===== src/hdl/bsc_fifo.sv =====
// small register queue used between front and back and at the output
module bsc_fifo #(
  parameter int unsigned Width = 8,
  parameter int unsigned Depth = 2
) (
  input  logic             clk_i,
  input  logic             rst_ni,
  input  logic             push_i,
  input  logic [Width-1:0] wdata_i,
  output logic             full_o,
  input  logic             pop_i,
  output logic             empty_o,
  output logic [Width-1:0] rdata_o
);

  localparam int unsigned PtrW = (Depth > 1) ? $clog2(Depth) : 1;
  localparam int unsigned CntW = $clog2(Depth + 1);

  logic [Width-1:0] mem_q [Depth];
  logic [PtrW-1:0]  wptr_q, wptr_d, rptr_q, rptr_d;
  logic [CntW-1:0]  cnt_q, cnt_d;
  logic             do_push, do_pop;

  assign full_o  = (cnt_q == CntW'(Depth));
  assign empty_o = (cnt_q == '0);
  assign do_push = push_i && !full_o;
  assign do_pop  = pop_i && !empty_o;
  assign rdata_o = mem_q[rptr_q];

  always_comb begin
    wptr_d = wptr_q;
    rptr_d = rptr_q;
    cnt_d  = cnt_q;
    if (do_push) begin
      wptr_d = (wptr_q == PtrW'(Depth - 1)) ? '0 : wptr_q + PtrW'(1);
    end
    if (do_pop) begin
      rptr_d = (rptr_q == PtrW'(Depth - 1)) ? '0 : rptr_q + PtrW'(1);
    end
    if (do_push && !do_pop) begin
      cnt_d = cnt_q + CntW'(1);
    end else if (!do_push && do_pop) begin
      cnt_d = cnt_q - CntW'(1);
    end
  end

  always_ff @(posedge clk_i or negedge rst_ni) begin
    if (!rst_ni) begin
      wptr_q <= '0;
      rptr_q <= '0;
      cnt_q  <= '0;
    end else begin
      wptr_q <= wptr_d;
      rptr_q <= rptr_d;
      cnt_q  <= cnt_d;
    end
  end

  always_ff @(posedge clk_i) begin
    if (do_push) begin
      mem_q[wptr_q] <= wdata_i;
    end
  end

endmodule


===== config.mk =====
export PLATFORM = sky130hd
export DESIGN_NAME = bsc_fifo
export DESIGN_NICKNAME = d
export VERILOG_FILES = /design/src/hdl/bsc_fifo.sv
export SDC_FILE = /design/constraint.sdc
export NUM_CORES = 1
export LEC_CHECK = 0
export ABC_AREA = 1
export BUFFER_PORTS_ARGS = -buffer_cell sky130_fd_sc_hd__buf_2
export CAP_MARGIN = 10
export CORE_AREA = 2 2 55 57
export CTS_CLUSTER_DIAMETER = 50
export DETAILED_ROUTE_END_ITERATION = 10
export DIE_AREA = 0 0 57 59
export PLACE_DENSITY_LB_ADDON = 0.15
export SLEW_MARGIN = 5
export SYNTH_ARGS = -nofsm -noshare
export SYNTH_HDL_FRONTEND = slang
export SYNTH_SLANG_ARGS = --single-unit

===== constraint.sdc =====
create_clock -name clk_i -period 1.3 [get_ports clk_i]
set_input_delay 0.26 -clock clk_i [delete_from_list [all_inputs] [get_ports clk_i]]
set_output_delay 0.26 -clock clk_i [all_outputs]
set_load 0.01 [all_outputs]

==> out/summary.txt <==
Status - finished, violations left
Violated checks - setup timing
Int Power - 1.666 mW
Final Util - 43.72%
Crit share post-route - 106.7%
FF+latch count, synth - 20
Min cycle time layout - 1.388 ns
Worst-Skew Late Latency - 0.29 ns
Flop pwr share - 38.6%
P_sw - 939.7 uW
Final TNS setup - -0.7230 ns
DRT iter0 DRCs - 19
Multi-input gate area - 251.5 um2
Comb power frac - 50.3%
Routability cong. - 0.7211
Fillers - 279
Core ar. - 2710 um2
RSZ-0062 raised after global routing - yes
Worst r2r src - cnt_q[1]
Fmax - 720.7 MHz
CTS tree - yes
CTS H-Tree Depth - 1
Critical Path AT - 1.13 ns
ANT cells - 0
Die ar. - 3363 um2
Gr usage total - 10.43%
CP endpoint kind - output pin
Vias in the first global route - 633
FP Rows - 19
Overall Power - 2.606 mW
Final Max Tran Viols - 0
Pwr Density - 2199 nW/um2
Kind of critical path - register to output pin
Sw Share - 36.07%
Syn_area_per_cell - 11.09 um2
Slew @ Worst Pin - 0.2760 ns
Area growth syn-to-layout - 46.37%
Worst VDD drop - 0.9191 mV
Final hold viol count - 0
Yosys warns - 0
Sequential Area - 581.8 um2
Seq/Total Area, Yosys - 71.72%
Final setup vio count - 10
Total Routed Length - 1.526 mm
R2r setup slk - 0.01 ns
Dpl hpwl - 1.120 mm
Clock share of power - 11.2%
Largest net degree at the start of global routing - 12
First-pass DRT Iterations - 4
Final net count - 126
Routed vias - 604
Min-Delay Startpoint - wdata_i[5]
Worst setup margin - -0.08756 ns
Maximum root-to-sink buffer count - 2
Final antenna-violating net count - 0
Die Span X - 57 um
Final hold slack - 0.1493 ns
Startpoint Class - register
Root buffer cell - clkbuf_4
Vias per cell - 4.224
Layout cells sized above 1 - 51.79%
CP required - 1.04 ns
GRT overflow - 0
Mapped Cells - 73
Clock sinks - 20
Initial antenna violation count - 0
Die height - 59 um
Starting density of the core - 29.87%
Synth Cell Area - 809.5 um2
WL/cell - 10.67 um
First-pass GRT wire length - 2.601 mm
CP Max Fanout - 6
Setup crit start - rptr_q
IO Port Bufs - 21
Worst min path class - input pin to register
Max-cap violation count - 0
Pleak - 0.5432 nW
Num ports - 22
Net Count, Synth - 86
TritonCTS Buffers - 3
Clk slew on worst S/H paths - 0.11 ns
Final clock skew - 0.003765 ns
Remaining DRCs - 0
Max_slew headroom - 81.48%
Synth cell types - 14
==> final timing paths <==
path / end / cells after the start
max: rdata_o[0] / 4
min: mem_q[0][5] / 1
max reg2reg: cnt_q[1] / 6
min reg2reg: wptr_q / 2
max in group asynchronous: rptr_q / 2
min in group asynchronous: wptr_q / 2
==> flip-flops by register name, indices dropped and copies added, names as in the netlist <==
name and flops:
wptr_q 1, rptr_q 1, mem_q 16, cnt_q 2
==> through the flow <==
stage	std cells	setup WS, ns	instance area (um2)
detailed placement	132	-0.02496	1016
finish	143	-0.08756	1185
CTS	141	-0.1033	1111
floorplan	73	0.01469	817.0
global placement	132	0.01007	1016
global route	143	-0.1596	1185
==> cell families (layout without fill, tap and decap cells) <==
family,count (synthesis),after routing,share of synthesized area (%)
AND/OR/NAND/NOR,40,40,20.09
adder cells (fa/ha/maj),1,1,1.545
buffers and inverters,9,48,4.327
AO/OA/AOI/OAI,2,2,1.237
flip-flops,20,20,71.72
XOR/XNOR,1,1,1.082
==> power by group through the flow <==
stage               clock network (mW)  logic, mW  registers, mW
floorplan                            0      0.559          0.971
global placement                     0      0.953          0.995
detailed placement                   0      0.964           1.00
CTS                              0.311       1.14          0.989
global route                     0.328       1.46           1.03
finish                           0.291       1.31           1.00
==> final cells by class <==
class	count	share of cell area, %
Clock inverter	1	0.3168
Multi-Input combinational cell	44	21.22
Sequential cell	20	49.10
Tap cell	31	3.273
Clock buffer	3	1.901
Timing Repair Buffer	36	21.22
Inverter	8	2.957
==> cells in the mapped netlist <==
cell	count	area, um2
nand3_1	1	5.000
edfxtp_1	16	480.5
nor2_2	2	12.51
nand4_1	1	6.260
nand2_1	33	123.9
nor2_1	2	7.510
ha_1	1	12.51
inv_1	7	26.28
o21ai_0	2	10.01
inv_2	1	3.750
dfrtp_1	4	100.1
nand3b_1	1	7.510
xnor2_1	1	8.760
buf_2	1	5.000
==> critical path: stages (launching register included) <==
cell and delay [ns]:
dfrtp_2 0.47, buf_6 0.15, nand2_2 0.05, nand2_1 0.04, buf_2 0.13
==> layout by cell type (no fill, tap or decap), drive strengths merged <==
cell,count
buf,35
nand2,33
edfxtp,16
inv,7
nor2,4
dfrtp,4
clkbuf,3
o21ai,2
clkinv,2
xnor2,1
nand3b,1
nand3,1
nand4,1
ha,1
dlygate4sd3,1
==> routing by layer <==
layer	global-route usage, %	up-vias	part of all wire (%)
met3	1.965	2	4.4
met5	0	-	0
met1	12.85	271	42
li1	-	317	-
met4	4.983	0	0.66
met2	17.73	14	53
==> what timing repair did <==
action,4_1_cts,5_1_grt
pin swaps,4,7
endpoints found under the setup margin,11,20
hold buffers,1,0
hold endpoints to repair,4,0
gates resized for setup,11,18
setup buffers,4,2
Note: power is estimated with default switching activity, not from simulation.
