===== src/hdl/bsc_pkg.sv =====
// package: shared types and constants of the barometric compensation block
package bsc_pkg;

  localparam int unsigned FieldBits = 20;
  localparam int unsigned NumW      = 76;
  localparam int unsigned DivW      = 40;

  typedef enum logic [1:0] {
    CFG_TRIM_T      = 2'd0,
    CFG_TRIM_P_LOW  = 2'd1,
    CFG_TRIM_P_MID  = 2'd2,
    CFG_TRIM_P_HIGH = 2'd3
  } bsc_cfg_e;

  typedef struct packed {
    logic        [15:0] t1;
    logic signed [15:0] t2;
    logic signed [15:0] t3;
    logic        [15:0] p1;
    logic signed [15:0] p2;
    logic signed [15:0] p3;
    logic signed [15:0] p4;
    logic signed [15:0] p5;
    logic signed [15:0] p6;
    logic signed [15:0] p7;
    logic signed [15:0] p8;
    logic signed [15:0] p9;
  } bsc_trim_t;

  // word between front and back
  typedef struct packed {
    logic signed [23:0] tc;
    logic signed [26:0] v1;
    logic        [19:0] rp;
  } bsc_mid_t;

  // sideband carried through the divider
  typedef struct packed {
    logic signed [23:0] tc;
    logic               dz;
    logic               pneg;
  } bsc_side_t;

  // result word
  typedef struct packed {
    logic signed [23:0] tc;
    logic        [31:0] pres;
    logic               dz;
  } bsc_res_t;

endpackage


===== src/hdl/bsc_front.sv =====
// front: takes raw words, computes fine temperature and centidegrees
module bsc_front
  import bsc_pkg::*;
#(
  parameter int unsigned RAW_BITS = 20
) (
  input  logic                 clk_i,
  input  logic                 rst_ni,
  input  logic                 push_i,
  output logic                 ready_o,
  input  logic [FieldBits-1:0] raw_temperature_i,
  input  logic [FieldBits-1:0] raw_pressure_i,
  input  bsc_trim_t            trim_i,
  input  logic                 mid_full_i,
  output logic                 mid_push_o,
  output bsc_mid_t             mid_word_o
);

  localparam logic [FieldBits-1:0] RawMask =
    FieldBits'(((64'd1 << RAW_BITS) - 64'd1) << (FieldBits - RAW_BITS));

  logic [6:0] vld_q;
  logic       en;

  logic [19:0]        rt_q, rp0_q, rp1_q, rp2_q, rp3_q, rp4_q, rp5_q, rp6_q;
  logic signed [19:0] a_q, a_d;
  logic signed [18:0] dd_q, dd_d;
  logic signed [35:0] ma_q, ma_d;
  logic [31:0]        dsq_q, dsq_d;
  logic signed [24:0] va_q, va_d, va4_q;
  logic [19:0]        dq_q;
  logic signed [36:0] mb_q, mb_d;
  logic signed [25:0] tf_q, tf_d;
  logic signed [23:0] tc_q, tc_d;
  logic signed [26:0] v1_q, v1_d;

  assign en         = !vld_q[6] || !mid_full_i;
  assign ready_o    = en;
  assign mid_push_o = vld_q[6] && en;
  assign mid_word_o = '{tc: tc_q, v1: v1_q, rp: rp6_q};

  always_comb begin
    logic signed [37:0] sq;
    logic signed [35:0] maw;
    logic signed [36:0] mbw;
    logic signed [29:0] t5;
    a_d   = $signed({3'b0, rt_q[19:3]}) - $signed({3'b0, trim_i.t1, 1'b0});
    dd_d  = $signed({3'b0, rt_q[19:4]}) - $signed({3'b0, trim_i.t1});
    ma_d  = a_q * trim_i.t2;
    sq    = dd_q * dd_q;
    dsq_d = sq[31:0];
    maw   = (ma_q + (ma_q[35] ? 36'sd2047 : 36'sd0)) >>> 11;
    va_d  = maw[24:0];
    mb_d  = $signed({1'b0, dq_q}) * trim_i.t3;
    mbw   = (mb_q + (mb_q[36] ? 37'sd16383 : 37'sd0)) >>> 14;
    tf_d  = 26'(va4_q) + 26'($signed(mbw[22:0]));
    t5    = 30'(tf_q) * 30'sd5 + 30'sd128;
    t5    = (t5 + (t5[29] ? 30'sd255 : 30'sd0)) >>> 8;
    tc_d  = t5[23:0];
    v1_d  = 27'(tf_q) - 27'sd128000;
  end

  always_ff @(posedge clk_i or negedge rst_ni) begin
    if (!rst_ni) begin
      vld_q <= '0;
    end else if (en) begin
      vld_q <= {vld_q[5:0], push_i};
    end
  end

  always_ff @(posedge clk_i) begin
    if (en) begin
      rt_q  <= raw_temperature_i & RawMask;
      rp0_q <= raw_pressure_i & RawMask;
      a_q   <= a_d;
      dd_q  <= dd_d;
      rp1_q <= rp0_q;
      ma_q  <= ma_d;
      dsq_q <= dsq_d;
      rp2_q <= rp1_q;
      va_q  <= va_d;
      dq_q  <= dsq_q[31:12];
      rp3_q <= rp2_q;
      va4_q <= va_q;
      mb_q  <= mb_d;
      rp4_q <= rp3_q;
      tf_q  <= tf_d;
      rp5_q <= rp4_q;
      tc_q  <= tc_d;
      v1_q  <= v1_d;
      rp6_q <= rp5_q;
    end
  end

endmodule


===== config.mk =====
export PLATFORM = sky130hd
export DESIGN_NAME = bsc_front
export DESIGN_NICKNAME = d
export VERILOG_FILES = /design/src/hdl/bsc_pkg.sv /design/src/hdl/bsc_front.sv
export SDC_FILE = /design/constraint.sdc
export NUM_CORES = 2
export LEC_CHECK = 0
export BUFFER_PORTS_ARGS = -buffer_cell sky130_fd_sc_hd__buf_2
export CAP_MARGIN = 20
export CORE_AREA = 4 4 411 413
export DETAILED_ROUTE_END_ITERATION = 10
export DIE_AREA = 0 0 415 417
export PLACE_DENSITY = 0.44
export REMOVE_ABC_BUFFERS = 1
export SLEW_MARGIN = 10
export SYNTH_ARGS = -nofsm -noshare
export SYNTH_HDL_FRONTEND = slang
export SYNTH_SLANG_ARGS = --single-unit

===== constraint.sdc =====
create_clock -name clk_i -period 27.6 [get_ports clk_i]
set_input_delay 2.76 -clock clk_i [delete_from_list [all_inputs] [get_ports clk_i]]
set_output_delay 2.76 -clock clk_i [all_outputs]
set_load 0.02 [all_outputs]

==> summary.md <==
| Metric | Value |
|---|---|
| Status | `completed` |
| CTS tree | `done` |
| Max-Cap Viols | `0` |
| Crit Path Class | `in -> reg` |
| Final wirelength | `around 110 mm` |
| Post-CTS Resized | `0` |
| Setup violators final | `0` |
| Cells after Synth | `approximately 4700` |
| Worst r2r dst | `dsq_q[31]` |
| Post-synth EDFFs | `411` |
| Seq cells post-synth | `418` |
| Initial Util | `29.9%` |
| Register area share after synthesis | `between 20% and 30%` |
| Post-Syn Area | `49300 um2` |
| Chip width | `around 420 um` |
| Commonest cells after routing, fill and taps aside | `1033 x inv_1, 804 x fa_1, 492 x nand2_1, 438 x ha_1, 411 x edfxtp_1` |
| Reg2Reg Setup Slack | `~20 ns` |
| Overflow after GRT | `0` |
| Worst setup EP type | `flip-flop` |
| Worst Max-Slew Pin Slew | `1.01 ns` |
| Layout area overhead | `10.2%` |
| Residual DRC count | `0` |
| Die area | `about 170000 um2` |
| Nets | `6278` |
| Clk Latency, worst-skew pair | `approximately 0.66 ns` |
| Reg2reg path depth | `23` |
| Die Y | `~420 um` |
| Hold Violations, Final | `0` |
| Netlist cell types | `88` |
| Non-filler cells, final | `7030` |
| Hold buffers post-CTS | `0` |
| Top cells by area, synth | `fa_1 33%, edfxtp_1 25%, ha_1 11%, inv_1 7.9%, and2_1 3.9%` |
| Area leader, netlist | `fa_1` |
| Core Area | `between 150000 and 200000 um2` |
| Initial antenna violation count | `1` |
| Async S/R FF share, synth | `1.67%` |
| Worst Hold End | `dq_q[5]` |
| Fin worst setup slack | `18.65 ns` |
| Reg-to-reg startpoint | `a_q[6]` |
| Inst Count DP | `6933` |
| Number of post-CTS setup repair buffers | `0` |
| CTS buffer count | `54` |
| Clk_skew | `around 0.064 ns` |
| DR iter-0 viols | `1391` |
| Vias after detailed routing | `31300` |
| Hold Path Depth | `0` |
| Clk sink count | `roughly 420` |
| RSZ-0062 raised after global routing | `false` |
| Slew HR | `~33%` |
| Gpl congestion | `0.794` |
| Dpl ws | `17.99 ns` |
| Final Cycle Share | `between 30 and 40%` |
| HPWL after DPL | `88.1 mm` |
| TritonRoute pass-1 iters | `5` |
| Slew Limit Fails | `0` |
| CP startpoint kind | `input pin` |
| Data required, critical path | `28.00 ns` |
| Yosys warning total | `0` |
| H-tree levels | `2` |
| Fill cells | `17100` |
| Hold WS | `0.385 ns` |
| Post-route ant nets | `0` |
| WL/cell | `15.9 um` |
| Global Route Usage Sum | `13.3%` |
| Row count | `149` |
| Most common cell after layout, fill and taps aside | `inv_1` |
| Clk buf depth | `3` |
| Clock transition at path regs | `0.07 ns` |
| Worst Path Max Fanout | `12` |
| Ant. Diodes | `0` |
| Fin crit period | `8.95 ns` |
| Synth Flop Type | `edfxtp_1` |
| Vias per cell | `4.45` |
| First-pass GRT wire length | `186 mm` |
| Port Buf Inserts | `161` |
| Vias in the first global route | `approximately 34000` |
| Root Buffer | `clkbuf_16` |
| Layout cell share with drive strength beyond 1 | `6.69%` |
| Largest net degree at the start of global routing | `72` |
| I/O pin count | `309` |
| Min-delay src | `dsq_q[17]` |
| Min-delay worst type | `reg -> reg` |
| Synth top area share | `between 30% and 40%` |
| Worst Path Arrival | `between 9 and 10 ns` |
| Setup_tns | `0 ns` |
| Mean Syn Cell Area | `10.5 um2` |
| F_max | `112 MHz` |
==> metrics by stage <==
step / area (um2) / utilization, %
2_1_floorplan: 48700 / -
3_3_place_gp: 52600 / 31.9
3_5_place_dp: 52600 / 31.9
4_1_cts: 54300 / 33.0
5_1_grt: 54300 / 33.0
6_report: 54300 / 33.0
==> layout make-up <==
type	count	area, um2	share of cell area, %
Sequential cell	418	12500	23.0
Clock buffer	62	1380	2.54
Multi-Input combinational cell	3093	32300	59.5
Inverter	1033	3880	7.14
Timing Repair Buffer	200	1100	2.02
Tap cell	2189	2740	5.04
Clock inverter	35	363	0.668
==> logic make-up (layout without fill, tap and decap cells) <==
family	Yosys count	count (layout)	share of synthesized area [%]
AO/OA/AOI/OAI	405	405	5.65
adder cells (fa/ha/maj)	1242	1242	43.8
multiplexers	9	9	0.201
buffers and inverters	1176	1330	8.98
XOR/XNOR	220	220	3.91
AND/OR/NAND/NOR	1217	1217	12.1
flip-flops	418	418	25.4
==> worst max path at each step <==
| stage | from | to | slack (ns) | cells past startpoint |
|---|---|---|---|---|
| 2_1_floorplan | mid_full_i | ready_o | 13.19 | 1 |
| 3_3_place_gp | trim_i[159] | mb_q[35] | 17.97 | 21 |
| 3_5_place_dp | trim_i[159] | mb_q[35] | 17.99 | 21 |
| 4_1_cts | trim_i[159] | mb_q[35] | 18.72 | 21 |
| 5_1_grt | trim_i[159] | mb_q[35] | 18.37 | 21 |
| 6_report | trim_i[159] | mb_q[35] | 18.65 | 21 |
==> Yosys cell counts (31+ instances only) <==
master / n
inv_1: 1033
fa_1: 804
nand2_1: 493
ha_1: 438
edfxtp_1: 411
and2_1: 306
xnor2_1: 162
nor2_1: 160
clkbuf_1: 137
a21oi_1: 94
o21ai_0: 63
xor2_1: 58
a21o_1: 57
nand3_1: 54
nor3_1: 37
nand2b_1: 32
o21a_1: 31
==> per-layer routing <==
metal,track usage [%],vias up,wire [um]
met1,18.6,15900,53400
met5,0,-,11
met4,2.94,2,2450
met3,1.76,106,3600
li1,-,14900,-
met2,22.0,376,52200
==> flip-flops by register name, summed over array words and instances (netlist names) <==
signal	count
rp1_q	20
ma_q	34
a_q	18
dq_q	20
rp5_q	20
rt_q	17
va_q	25
rp3_q	20
dsq_q	20
tf_q	26
rp4_q	20
rp0_q	20
mb_q	37
v1_q	27
rp2_q	20
vld_q	7
va4_q	25
tc_q	22
rp6_q	20
==> critical path, cell delays in order <==
cell and delay, ns:
buf_2 0.33, inv_1 0.41, nor2_1 0.22, fa_1 0.45, fa_1 0.51, fa_1 0.43, fa_1 0.49, fa_1 0.50
inv_1 0.05, fa_1 0.47, inv_1 0.04, ha_1 0.36, a21o_1 0.21, a21oi_1 0.18, o21ai_1 0.15, nor4b_1 0.53
o21ai_1 0.21, a221o_1 0.44, a22o_1 0.23, a41oi_1 0.26, xnor2_1 0.13
Power is not shown: default switching activity piles up to over one toggle a cycle in this logic, so the estimate is an artifact.
